===== config.mk =====
export PLATFORM = sky130hd
export DESIGN_NAME = q2e_cordic_stage
export DESIGN_NICKNAME = d
export VERILOG_FILES = /design/src/rtl/q2e_pkg.sv /design/src/rtl/q2e_cordic_stage.sv
export SDC_FILE = /design/constraint.sdc
export NUM_CORES = 1
export LEC_CHECK = 0
export BUFFER_PORTS_ARGS = -buffer_cell sky130_fd_sc_hd__buf_2
export CAP_MARGIN = 5
export CELL_PAD_IN_SITES_DETAIL_PLACEMENT = 1
export CELL_PAD_IN_SITES_GLOBAL_PLACEMENT = 1
export CORE_MARGIN = 8
export CORE_UTILIZATION = 40
export CTS_BUF_LIST = sky130_fd_sc_hd__clkbuf_8
export DETAILED_ROUTE_END_ITERATION = 10
export GPL_ROUTABILITY_DRIVEN = 0
export PLACE_DENSITY_LB_ADDON = 0.12
export SLEW_MARGIN = 25
export SYNTH_ARGS = -nofsm -noshare
export SYNTH_HDL_FRONTEND = slang
export SYNTH_SLANG_ARGS = --single-unit

===== constraint.sdc =====
create_clock -name clock -period 4.62 [get_ports clock]
set_clock_uncertainty 0.2 [all_clocks]
set_input_delay 0.462 -clock clock [delete_from_list [all_inputs] [get_ports clock]]
set_output_delay 0.462 -clock clock [all_outputs]
set_load 0.05 [all_outputs]

===== src/rtl/q2e_pkg.sv =====
// package for the quaternion to euler angle converter: types, constants, angle table
`timescale 1ns / 1ps
package q2e_pkg;

   localparam int CordicStagesDefault = 16;
   localparam int CordicStagesMax = 32;

   // 36 bits hold every product, sum and cordic value including gain
   localparam int DataWidth = 36;
   localparam int AngleWidth = 32;
   localparam int SqrtInWidth = 58;
   localparam int SqrtRootWidth = 29;

   typedef struct packed {
      logic signed [15:0] quat_w;
      logic signed [15:0] quat_x;
      logic signed [15:0] quat_y;
      logic signed [15:0] quat_z;
   } req_payload_type;

   typedef struct packed {
      logic signed [15:0] roll_angle;
      logic signed [15:0] pitch_angle;
      logic signed [15:0] yaw_angle;
      logic pitch_clamped;
   } rsp_payload_type;

   typedef struct packed {
      logic signed [DataWidth-1:0] x;
      logic signed [DataWidth-1:0] y;
      logic [AngleWidth-1:0] z;
   } cordic_vec_type;

   function automatic logic [AngleWidth-1:0] angle_table(input logic [4:0] idx);
      logic [AngleWidth-1:0] r;
      unique case (idx)
         5'd0: r = 32'd536870912;
         5'd1: r = 32'd316933406;
         5'd2: r = 32'd167458907;
         5'd3: r = 32'd85004756;
         5'd4: r = 32'd42667331;
         5'd5: r = 32'd21354465;
         5'd6: r = 32'd10679838;
         5'd7: r = 32'd5340245;
         5'd8: r = 32'd2670163;
         5'd9: r = 32'd1335087;
         5'd10: r = 32'd667544;
         5'd11: r = 32'd333772;
         5'd12: r = 32'd166886;
         5'd13: r = 32'd83443;
         5'd14: r = 32'd41722;
         5'd15: r = 32'd20861;
         5'd16: r = 32'd10430;
         5'd17: r = 32'd5215;
         5'd18: r = 32'd2608;
         5'd19: r = 32'd1304;
         5'd20: r = 32'd652;
         5'd21: r = 32'd326;
         5'd22: r = 32'd163;
         5'd23: r = 32'd81;
         5'd24: r = 32'd41;
         5'd25: r = 32'd20;
         5'd26: r = 32'd10;
         5'd27: r = 32'd5;
         5'd28: r = 32'd3;
         5'd29: r = 32'd1;
         5'd30: r = 32'd1;
         default: r = 32'd0;
      endcase
      return r;
   endfunction

   function automatic logic [15:0] to_angle16(input logic [AngleWidth-1:0] z);
      logic [AngleWidth-1:0] t;
      t = z + 32'h0000_8000;
      return t[31:16];
   endfunction

endpackage


===== src/rtl/q2e_cordic_stage.sv =====
// one registered cordic vectoring micro-rotation
`timescale 1ns / 1ps
module q2e_cordic_stage #(
   parameter int STAGE = 0
) (
   input  logic clock,
   input  logic enable,
   input  q2e_pkg::cordic_vec_type vec_in,
   output q2e_pkg::cordic_vec_type vec_out
);

   q2e_pkg::cordic_vec_type vec_ff;
   q2e_pkg::cordic_vec_type vec_in_w;
   logic signed [q2e_pkg::DataWidth-1:0] dx;
   logic signed [q2e_pkg::DataWidth-1:0] dy;
   logic [q2e_pkg::AngleWidth-1:0] step;

   always_comb begin
      dx = vec_in.y >>> STAGE;
      dy = vec_in.x >>> STAGE;
      step = q2e_pkg::angle_table(5'(STAGE));
      if (!vec_in.y[q2e_pkg::DataWidth-1]) begin
         vec_in_w.x = vec_in.x + dx;
         vec_in_w.y = vec_in.y - dy;
         vec_in_w.z = vec_in.z + step;
      end else begin
         vec_in_w.x = vec_in.x - dx;
         vec_in_w.y = vec_in.y + dy;
         vec_in_w.z = vec_in.z - step;
      end
   end

   always_ff @(posedge clock) begin
      if (enable) begin
         vec_ff <= vec_in_w;
      end
   end

   assign vec_out = vec_ff;

endmodule


# == Word level (Yosys, flattened, before mapping) ==
# Index checks and enable logic that the tools add are counted.
# Widths: inputs -> output; s select.
# word_totals
inputBits,106
reg_bits,104
output_inout_bits,104
# op_classes
add_sub_neg,5
muxes,1
# ops
op,n
$mux 104,1
$sub 36x36->36,2
$add 36x36->36,1
$add 32x30->32 const B,1
$sub 32x30->32 const B,1

# == Depth between registers and ports, before layout ==
# logic_depth
ltp_word,2
mapped_depth,13

# == Least setup slack after synthesis ==
# OpenSTA, ideal clock, no wires.
# synth_path
kind,input to register
startpoint,input port vec_in[32] in the netlist's numbering
endpoint,"register vec_ff, in the netlist vec_out[66] (data pin)"
cell_stages,12
required_time_ns,4.159
setup_ns,0.261
n_path_buf,0
setup_slack_ns,1.328
arrival_time_ns,2.831
path_cell_list,ha_1 -> inv_1 -> fa_1 -> o21bai_1 -> o2111ai_1 -> a211oi_2 -> a311oi_2 -> o221ai_2 -> nor3b_2 -> nor4_1 -> a31o_1 -> a221o_1
# synth_lines
item,line,source
from (decl),q2e_cordic_stage.sv:8,"input q2e_pkg::cordic_vec_type vec_in,"
to (signal assigned),q2e_cordic_stage.sv:35,vec_ff <= vec_in_w;
to (decl),q2e_cordic_stage.sv:12,q2e_pkg::cordic_vec_type vec_ff;

==> impl_metrics.tcl <==
set metrics [dict create \
    synthTopCellsByArea "edfxtp_1 (32%), ha_1 (14%), a21oi_1 (6.0%), xnor2_1 (5.2%), inv_1 (4.0%)" \
    fin_nets 1521 \
    netlist_instances 1112 \
    worstPathArrival_ns 3.60 \
    numCtsBuffers 9 \
    required_ns 4.59 \
    die_area_um2 29600 \
    final_layout_size_suffix_gt1_share_pct 20.0 \
    coreArea_um2 24100 \
    worst_slew_pin_slew_ns 0.874 \
    async_reset_ff_share_pct 0 \
    grt-ovfl-total 0 \
    syn2layout_area_growth_pct 16.6 \
    hold_class "primary input to flip-flop" \
    grt_first_pass_wirelength_mm 53.0 \
    synth_top_area_share_pct 31.8 \
    start_util_pct 40.4 \
    max_cap_viol_count 0 \
    total_power_uw 3540 \
    cts_tree "built" \
    p_int_uw 1900 \
    row_count 57 \
    cp-end-kind "flip-flop" \
    drc 0 \
    syn_nets 1331 \
    timing.setup.tns_ns 0 \
    yosys_warnings 0 \
    fmax_mhz 275 \
    root_buffer "clkbuf_8" \
    synth.avg_cell_area_um2 8.75 \
    antenna_found_initial 0 \
    pin_count 210 \
    hold_start "vec_in[13]" \
    critPathMaxFanout 12 \
    wl_mm 34.9 \
    htreeDepth 3 \
    syn_area_um2 9730 \
    comb_power_share_pct 47.4 \
    netSwitchingFraction_pct 46.2 \
    seq_power_share_pct 35.1 \
    cts_resized 0 \
    cts_max_path_buffers 2 \
    finalSetupViolCount 0 \
    drt_iter0_markers 597 \
    drv_slew 0 \
    ys_seq_area_share_pct 31.8 \
    path_class "primary input to flip-flop" \
    status "complete, no violations" \
    grt_pass1_vias 9510 \
    max-vdd-ir-drop_uv 145 \
    clk_pin_slew_ns 0.12 \
    synth_edf_count 103 \
    ant_nets 0 \
    min_path_cells 1 \
    vias 9183 \
    post-cts-setup-buffer-count 0 \
    grt_use_total_pct 23.0 \
    portBuffers 209 \
    timing.final.hold_violations 0 \
    min_to "vec_out[13]" \
    p_clk_share_pct 17.5 \
    rsz0062_at_grt "no" \
    die_x_um 172 \
    synth.distinct_cells 79 \
    p_per_area_nw_per_um2 312 \
    period_share_pct 78.7 \
    p_leak_uw 0.00507 \
    hpwlAfterDp_mm 27.8 \
    slew_headroom_pct 40.9 \
    cts_sinks 103 \
    yosysTopAreaCell "edfxtp_1" \
    largest_reg_flops 103 \
    period_minus_slack_ns 3.64 \
    worstSetupStartpointType "primary input" \
    die_height_um 172 \
    antenna_cells 0 \
    grt_max_degree 66 \
    p_sw_uw 1640 \
    viasPerCell 5.63 \
    first_pass_iters 6 \
    synth_seq_cells 103 \
    wire_per_inst_um 21.4 \
    dominantRegCellSynth "edfxtp_1" \
]
power groups by stage:
stage               Sequential [uW]  Clock (uW)  Combinational, uW
finish                         1240         622               1680
global route                   1260         667               1790
CTS                            1240         649               1670
detailed placement             1270           0               1660
global placement               1260           0               1640
floorplan                      1740           0                701
worst max-delay path: stages:
cell	delay, ns
buf_2	0.10
inv_1	0.04
ha_1	0.53
nor3b_1	0.16
o311ai_2	0.55
o21ai_0	0.22
o211ai_1	0.22
buf_4	0.17
nand3_1	0.16
a21o_1	0.27
a311oi_1	0.36
o21ai_0	0.20
xnor2_1	0.16
kinds of logic after synthesis:
family,after synthesis,synth area share [%]
AO/OA/AOI/OAI,357,23.7
AND/OR/NAND/NOR,287,14.7
buffers and inverters,159,6.32
adder cells (fa/ha/maj),113,14.8
flip-flops,103,31.8
XOR/XNOR,68,6.12
multiplexers,25,2.57
stage by stage:
step	instance area, um2	worst slack (ns)	hold WS [ns]	std cells	util (%)
global placement	11100	0.602	0.438	1610	46.0
floorplan	9730	1.33	0.361	1112	-
CTS	11400	1.05	0.0000237	1631	47.1
detailed placement	11100	0.609	0.440	1610	46.0
finish	11400	0.985	0.0177	1631	47.1
global route	11400	0.822	0.00699	1631	47.1
final cells by class:
class,instances,area [um2]
well taps,324,405
clock buffers,9,124
inverters,110,413
flip-flops and latches,103,3090
clock inverters,7,86.3
repair buffers,228,1200
multi-input cells,850,6030
fillers,2933,12800
per-layer routing:
metal	vias to the layer above	wire length, um	GRT usage, %	share of wire (%)
met2	353	15600	36.7	45
li1	4372	-	-	-
met3	37	2600	3.95	7.5
met5	-	0	0	0
met1	4421	16100	31.4	46
met4	0	597	7.16	1.7
cell usage after synthesis, drive strengths merged, types with 10 or more instances:
master and count:
a21oi 118, ha 109, inv 108, edfxtp 103, nor2 81, o21ai 78
nand2 67, xnor2 58, clkbuf 30, a21o 28, mux2i 25, nor2b 23
nor3 23, o21bai 20, buf 19, a31oi 13, nand2b 13, nand3 13
o211ai 13, a211oi 12, nor4 12, xor2 10
cells in the final DEF, fill, tap and decap left out, drive strengths merged, types with 7 or more instances in the layout:
master,count
o21a,7
nand2,67
nand4,9
a211oi,12
o21ai,78
a21oi,118
mux2i,25
nand3,13
nor2,81
inv,111
nor4,12
nor2b,23
a31oi,13
and3,9
a21o,28
ha,109
clkbuf,9
xnor2,58
xor2,10
nand2b,13
o21bai,20
buf,223
or2,9
o211ai,13
nor3,23
edfxtp,103
worst max-delay path by stage:
stage | to | slack, ns | start
final | vec_out[59] | 0.98 | vec_in[34]
after detailed placement | vec_out[67] | 0.61 | vec_in[60]
after CTS | vec_out[67] | 1.05 | vec_in[60]
after global placement | vec_out[67] | 0.60 | vec_in[60]
after global routing | vec_out[66] | 0.82 | vec_in[32]
after floorplan | vec_out[66] | 1.33 | vec_in[32]
repair_timing:
action	CTS	global route
endpoints found under the hold margin	5	0
endpoints found under the setup margin	0	0
hold buffers	5	0
No activity file was read; power rests on OpenSTA's default activity.
