===== src/rtl/q2e_pkg.sv =====
// package for the quaternion to euler angle converter: types, constants, angle table
`timescale 1ns / 1ps
package q2e_pkg;

   localparam int CordicStagesDefault = 16;
   localparam int CordicStagesMax = 32;

   // 36 bits hold every product, sum and cordic value including gain
   localparam int DataWidth = 36;
   localparam int AngleWidth = 32;
   localparam int SqrtInWidth = 58;
   localparam int SqrtRootWidth = 29;

   typedef struct packed {
      logic signed [15:0] quat_w;
      logic signed [15:0] quat_x;
      logic signed [15:0] quat_y;
      logic signed [15:0] quat_z;
   } req_payload_type;

   typedef struct packed {
      logic signed [15:0] roll_angle;
      logic signed [15:0] pitch_angle;
      logic signed [15:0] yaw_angle;
      logic pitch_clamped;
   } rsp_payload_type;

   typedef struct packed {
      logic signed [DataWidth-1:0] x;
      logic signed [DataWidth-1:0] y;
      logic [AngleWidth-1:0] z;
   } cordic_vec_type;

   function automatic logic [AngleWidth-1:0] angle_table(input logic [4:0] idx);
      logic [AngleWidth-1:0] r;
      unique case (idx)
         5'd0: r = 32'd536870912;
         5'd1: r = 32'd316933406;
         5'd2: r = 32'd167458907;
         5'd3: r = 32'd85004756;
         5'd4: r = 32'd42667331;
         5'd5: r = 32'd21354465;
         5'd6: r = 32'd10679838;
         5'd7: r = 32'd5340245;
         5'd8: r = 32'd2670163;
         5'd9: r = 32'd1335087;
         5'd10: r = 32'd667544;
         5'd11: r = 32'd333772;
         5'd12: r = 32'd166886;
         5'd13: r = 32'd83443;
         5'd14: r = 32'd41722;
         5'd15: r = 32'd20861;
         5'd16: r = 32'd10430;
         5'd17: r = 32'd5215;
         5'd18: r = 32'd2608;
         5'd19: r = 32'd1304;
         5'd20: r = 32'd652;
         5'd21: r = 32'd326;
         5'd22: r = 32'd163;
         5'd23: r = 32'd81;
         5'd24: r = 32'd41;
         5'd25: r = 32'd20;
         5'd26: r = 32'd10;
         5'd27: r = 32'd5;
         5'd28: r = 32'd3;
         5'd29: r = 32'd1;
         5'd30: r = 32'd1;
         default: r = 32'd0;
      endcase
      return r;
   endfunction

   function automatic logic [15:0] to_angle16(input logic [AngleWidth-1:0] z);
      logic [AngleWidth-1:0] t;
      t = z + 32'h0000_8000;
      return t[31:16];
   endfunction

endpackage


===== src/rtl/q2e_sqrt_stage.sv =====
// one registered step of the restoring integer square root, two radicand bits and one root bit per step
`timescale 1ns / 1ps
module q2e_sqrt_stage #(
   parameter int STEP = 0
) (
   input  logic clock,
   input  logic enable,
   input  logic [q2e_pkg::SqrtInWidth-1:0] rem_in,
   input  logic [q2e_pkg::SqrtRootWidth-1:0] root_in,
   output logic [q2e_pkg::SqrtInWidth-1:0] rem_out,
   output logic [q2e_pkg::SqrtRootWidth-1:0] root_out
);

   localparam int Pos = 2 * (q2e_pkg::SqrtRootWidth - 1 - STEP);

   logic [q2e_pkg::SqrtInWidth-1:0] rem_ff;
   logic [q2e_pkg::SqrtRootWidth-1:0] root_ff;
   logic [q2e_pkg::SqrtInWidth+1:0] trial;
   logic [q2e_pkg::SqrtInWidth+1:0] rem_wide;
   logic [q2e_pkg::SqrtInWidth-1:0] rem_in_w;
   logic [q2e_pkg::SqrtRootWidth-1:0] root_in_w;

   // trial = (4*root + 1) << Pos, root holds the bits found so far
   always_comb begin
      trial = ((60'(root_in) << 2) | 60'd1) << Pos;
      rem_wide = 60'(rem_in);
      if (rem_wide >= trial) begin
         rem_in_w = q2e_pkg::SqrtInWidth'(rem_wide - trial);
         root_in_w = (root_in << 1) | 29'd1;
      end else begin
         rem_in_w = rem_in;
         root_in_w = root_in << 1;
      end
   end

   always_ff @(posedge clock) begin
      if (enable) begin
         rem_ff <= rem_in_w;
         root_ff <= root_in_w;
      end
   end

   assign rem_out = rem_ff;
   assign root_out = root_ff;

endmodule


===== config.mk =====
export PLATFORM = sky130hd
export DESIGN_NAME = q2e_sqrt_stage
export DESIGN_NICKNAME = d
export VERILOG_FILES = /design/src/rtl/q2e_pkg.sv /design/src/rtl/q2e_sqrt_stage.sv
export SDC_FILE = /design/constraint.sdc
export NUM_CORES = 1
export LEC_CHECK = 0
export BUFFER_PORTS_ARGS = -buffer_cell sky130_fd_sc_hd__buf_2
export CAP_MARGIN = 20
export CORE_ASPECT_RATIO = 1.5
export CORE_MARGIN = 2
export CORE_UTILIZATION = 42
export CTS_CLUSTER_SIZE = 25
export DETAILED_ROUTE_END_ITERATION = 8
export GPL_TIMING_DRIVEN = 0
export HOLD_SLACK_MARGIN = 0.1
export PLACE_DENSITY = 0.79
export RECOVER_POWER = 25
export SLEW_MARGIN = 10
export SYNTH_ARGS = -nofsm -noshare
export SYNTH_HDL_FRONTEND = slang
export SYNTH_SLANG_ARGS = --single-unit

===== constraint.sdc =====
create_clock -name clock -period 2.3 [get_ports clock]
set_clock_uncertainty 0.15 [all_clocks]
set_input_delay 0.46 -clock clock [delete_from_list [all_inputs] [get_ports clock]]
set_output_delay 0.46 -clock clock [all_outputs]
set_load 0.02 [all_outputs]

After elaboration in Yosys (flattened, before gate mapping)
Cells that the tools add are included.
{"block": "totals", "output_inout_bits": 87, "elab_cells": 6, "input_bits": 89, "reg_bits": 87}
{"block": "op_classes", "addsub": 1, "n_mux": 2, "order_cmp": 1}
{"cell": "$ge A58 B60 Y1", "n": 1}
{"cell": "$mux W58", "n": 1}
{"cell": "$sub A58 B57 Y58 const B", "n": 1}
{"cell": "$mux W1", "n": 1}

Depth between registers and ports, before layout
{"block": "depth", "ltp_word": 2, "ltp_mapped": 7, "mapped_depth_nobuf": 7}

Least setup slack after synthesis
OpenSTA, ideal clock, no wires.
{"block": "synth_path", "path_type": "input port to flip-flop", "from": "in rem_in[57] (netlist bit)", "to": "reg rem_ff (netlist bit rem_out[56]) (data pin)", "arrival_ns": 1.411, "t_required_ns": 1.889, "n_path_buf": 0, "stages": 7, "setup_slack_ns": 0.477, "setup_ns": 0.261, "cell_sequence": "inv_1 > ha_1 > nor4b_1 > nand4_1 > nor4_1 > nor2_1 > xnor2_1"}
{"block": "synth_via", "elab_chain_cells": 2}
{"element": "start, declared", "line_no": "q2e_sqrt_stage.sv:8", "text": "input logic [q2e_pkg::SqrtInWidth-1:0] rem_in,"}
{"element": "$ge A58 B60 Y1", "line_no": "q2e_sqrt_stage.sv:27", "text": "if (rem_wide >= trial) begin"}
{"element": "$mux W58", "line_no": "q2e_sqrt_stage.sv:27"}
{"element": "named net rem_in_w, one bit", "line_no": "q2e_sqrt_stage.sv:20", "text": "logic [q2e_pkg::SqrtInWidth-1:0] rem_in_w;"}
{"element": "end signal, assigned", "line_no": "q2e_sqrt_stage.sv:38", "text": "rem_ff <= rem_in_w;"}
{"element": "end, declared", "line_no": "q2e_sqrt_stage.sv:16", "text": "logic [q2e_pkg::SqrtInWidth-1:0] rem_ff;"}
The timed path passes the listed nets, and every way through them passes these cells.
A chain may end at the register's enable or synchronous reset.

Worst setup path after layout
Same ends and word-level chain as after synthesis.

==> metrics <==
CP Capture Type flop; critical path's largest stage delay 0.36 ns; Final period util 84.7%; I/O pins 176; Mapped Cells 116; library cells used by synthesis 11; net switching power 0.000851 W; vias in the first global route 1856; layout cell share with drive strength beyond 1 52.7%; most common cell in the netlist edfxtp_1; n_diodes 0; Final Critical Period 1.95 ns; total track usage 19.8%; Cell Area, Placed 3800 µm²; Tightest Pin Transition 0.420 ns; fmax 513 MHz; async set-reset flop share out of synthesis 0%; TritonRoute pass-1 iters 4; Die Height 104 µm; initial antenna violation count 0; RSZ-0062 raised after global routing no; CTS buffer count 9; Die Width 70.7 µm; RePlAce Congestion 0.760; Fillers 492; total congestion overflow 0; post-route ant nets 0; average vias per placed instance 4.87; Top Metal Used met4; sequential power share 56.6%; largest area contributor in the netlist edfxtp_1; Fin. Hold Viols 0; # clock sinks 87; share of the synthesized area in the top cell type 93.3%; Post-Syn Area 2800 µm²; Worst VDD drop 400 µV; wire length on met1 2490 µm; design area 4000 µm²; number of max-cap violations 0; syn nets 207; initial core utilization 43.2%; pre-CTS WS -0.129 ns; status complete, no violations; routed len/inst 18.9 µm; Via Count 1885; syn_area_per_cell 24.2 µm²; Synth Register Bits 87; critical-path maximum fanout 3; CTS resizes 0; area occupied by multi-input gates 178 µm²; Clock Tree Root clkbuf_8; YS warnings 0; Worst Path Buf+Inv 2; Seq/Total Area, Yosys 93.3%; power density cells 845 nW/µm²; CP startpoint kind input port; Hold Path Class input port to flop; Req. time, crit path 2.26 ns; Comb pwr share 12.7%; Int Power 0.00253 W; TritonCTS clock tree yes; switching share of power 25.2%; Final Core Density 61.7%; # port buffers 174; leak pwr 1.64 nW; Synth-to-Final Area Change 42.8%; final wirelength 7300 µm; clock share of power 30.7%; worst setup margin 0.352 ns; EDFF count, synth 87; Worst-path clk slew 0.08 ns; Max Slew Vio Count 0; Max transition margin 71.7%; hold_buf cts 0; Reg area 2610 µm²; DRT iter0 DRCs 159; met3 WL 1080 µm; Crit path max-delay family simple AND/OR/NAND/NOR gates; fin nets 397; Setup Viol. Count Final 0; FP Rows 36; Setup TNS 0 ns; synth top area cells edfxtp_1 (93%), nor4_1 (3.1%), ha_1 (0.89%); Post-CTS Setup Bufs 0; first-pass GRT wire length 10400 µm; core area 6490 µm²; die area 7350 µm²; H-tree Lvls 3; DRC Markers 0; Crit Path Category input port to flop; Worst EP arrival 1.91 ns; CP Cell Sequence buf_2 > inv_1 > ha_1 > nor4b_1 > nand4_1 > nor4_1 > nor2_1 > xnor2_1; maximum buffer depth of the clock tree 2; most frequent cells after synthesis edfxtp_1 (87), nor4_1 (14), inv_1 (3), nand4_1 (3); met2 wire len 3580 µm; DP Wirelength 5650 µm; Synth Flop Type edfxtp_1; pin count of the biggest net entering global routing 72; WHS 0.126 ns; slowest stage cell, crit path nor4_1
stage by stage:
step / cells / total power [W]
floorplan: 116 / 0.00213
global placement: 366 / 0.00236
detailed placement: 367 / 0.00238
CTS: 383 / 0.00342
global route: 387 / 0.00351
finish: 387 / 0.00338
state kept, by name, indices dropped and copies added, names as in the netlist:
| signal | flops |
|---|---|
| root_out | 29 |
| rem_out | 58 |
final cells by class:
cell class	instances	area share, %
sequential	87	65.3
timing repair buffer	179	22.7
multi-input combinational	26	4.44
clock buffer	9	3.10
tap	76	2.38
clock inverter	7	1.81
inverter	3	0.282
power by group through the flow:
stage	registers [W]	logic (W)	clock network (W)
global route	0.00192	0.000453	0.00113
detailed placement	0.00195	0.000432	0
finish	0.00191	0.000428	0.00104
global placement	0.00195	0.000417	0
CTS	0.00191	0.000434	0.00107
floorplan	0.00212	0.0000117	0
cells in the final DEF, fill, tap and decap left out, types with 3 or more instances in the layout:
| cell type | count |
|---|---|
| dlygate4sd3_1 | 4 |
| clkbuf_8 | 9 |
| clkbuf_1 | 26 |
| buf_2 | 146 |
| nor4_1 | 14 |
| edfxtp_1 | 87 |
| inv_1 | 3 |
| nand4_1 | 3 |
per-layer routing:
layer | GRT usage, % | vias up
met5 | 0 | -
met1 | 20.7 | 882
met3 | 12.8 | 12
met4 | 8.49 | 0
met2 | 31.0 | 127
li1 | - | 864
final timing paths:
kind,startpoint,cells past startpoint,slack (ns),to
setup / recovery,rem_in[57],8,0.35,rem_out[56]
hold / removal,root_in[14],1,0.13,root_out[15]
cell families (layout without fill, tap and decap cells):
| family | count (synthesis) | in the layout | share of synthesized area (%) |
|---|---|---|---|
| DFF | 87 | 87 | 93.3 |
| and+or+nand+nor | 22 | 22 | 4.78 |
| buffers and inverters | 3 | 198 | 0.402 |
| adders and majority gates | 2 | 2 | 0.893 |
| xor gates and xnor gates | 1 | 1 | 0.313 |
| muxes | 1 | 1 | 0.357 |
Note: power is estimated with default switching activity, not from simulation.
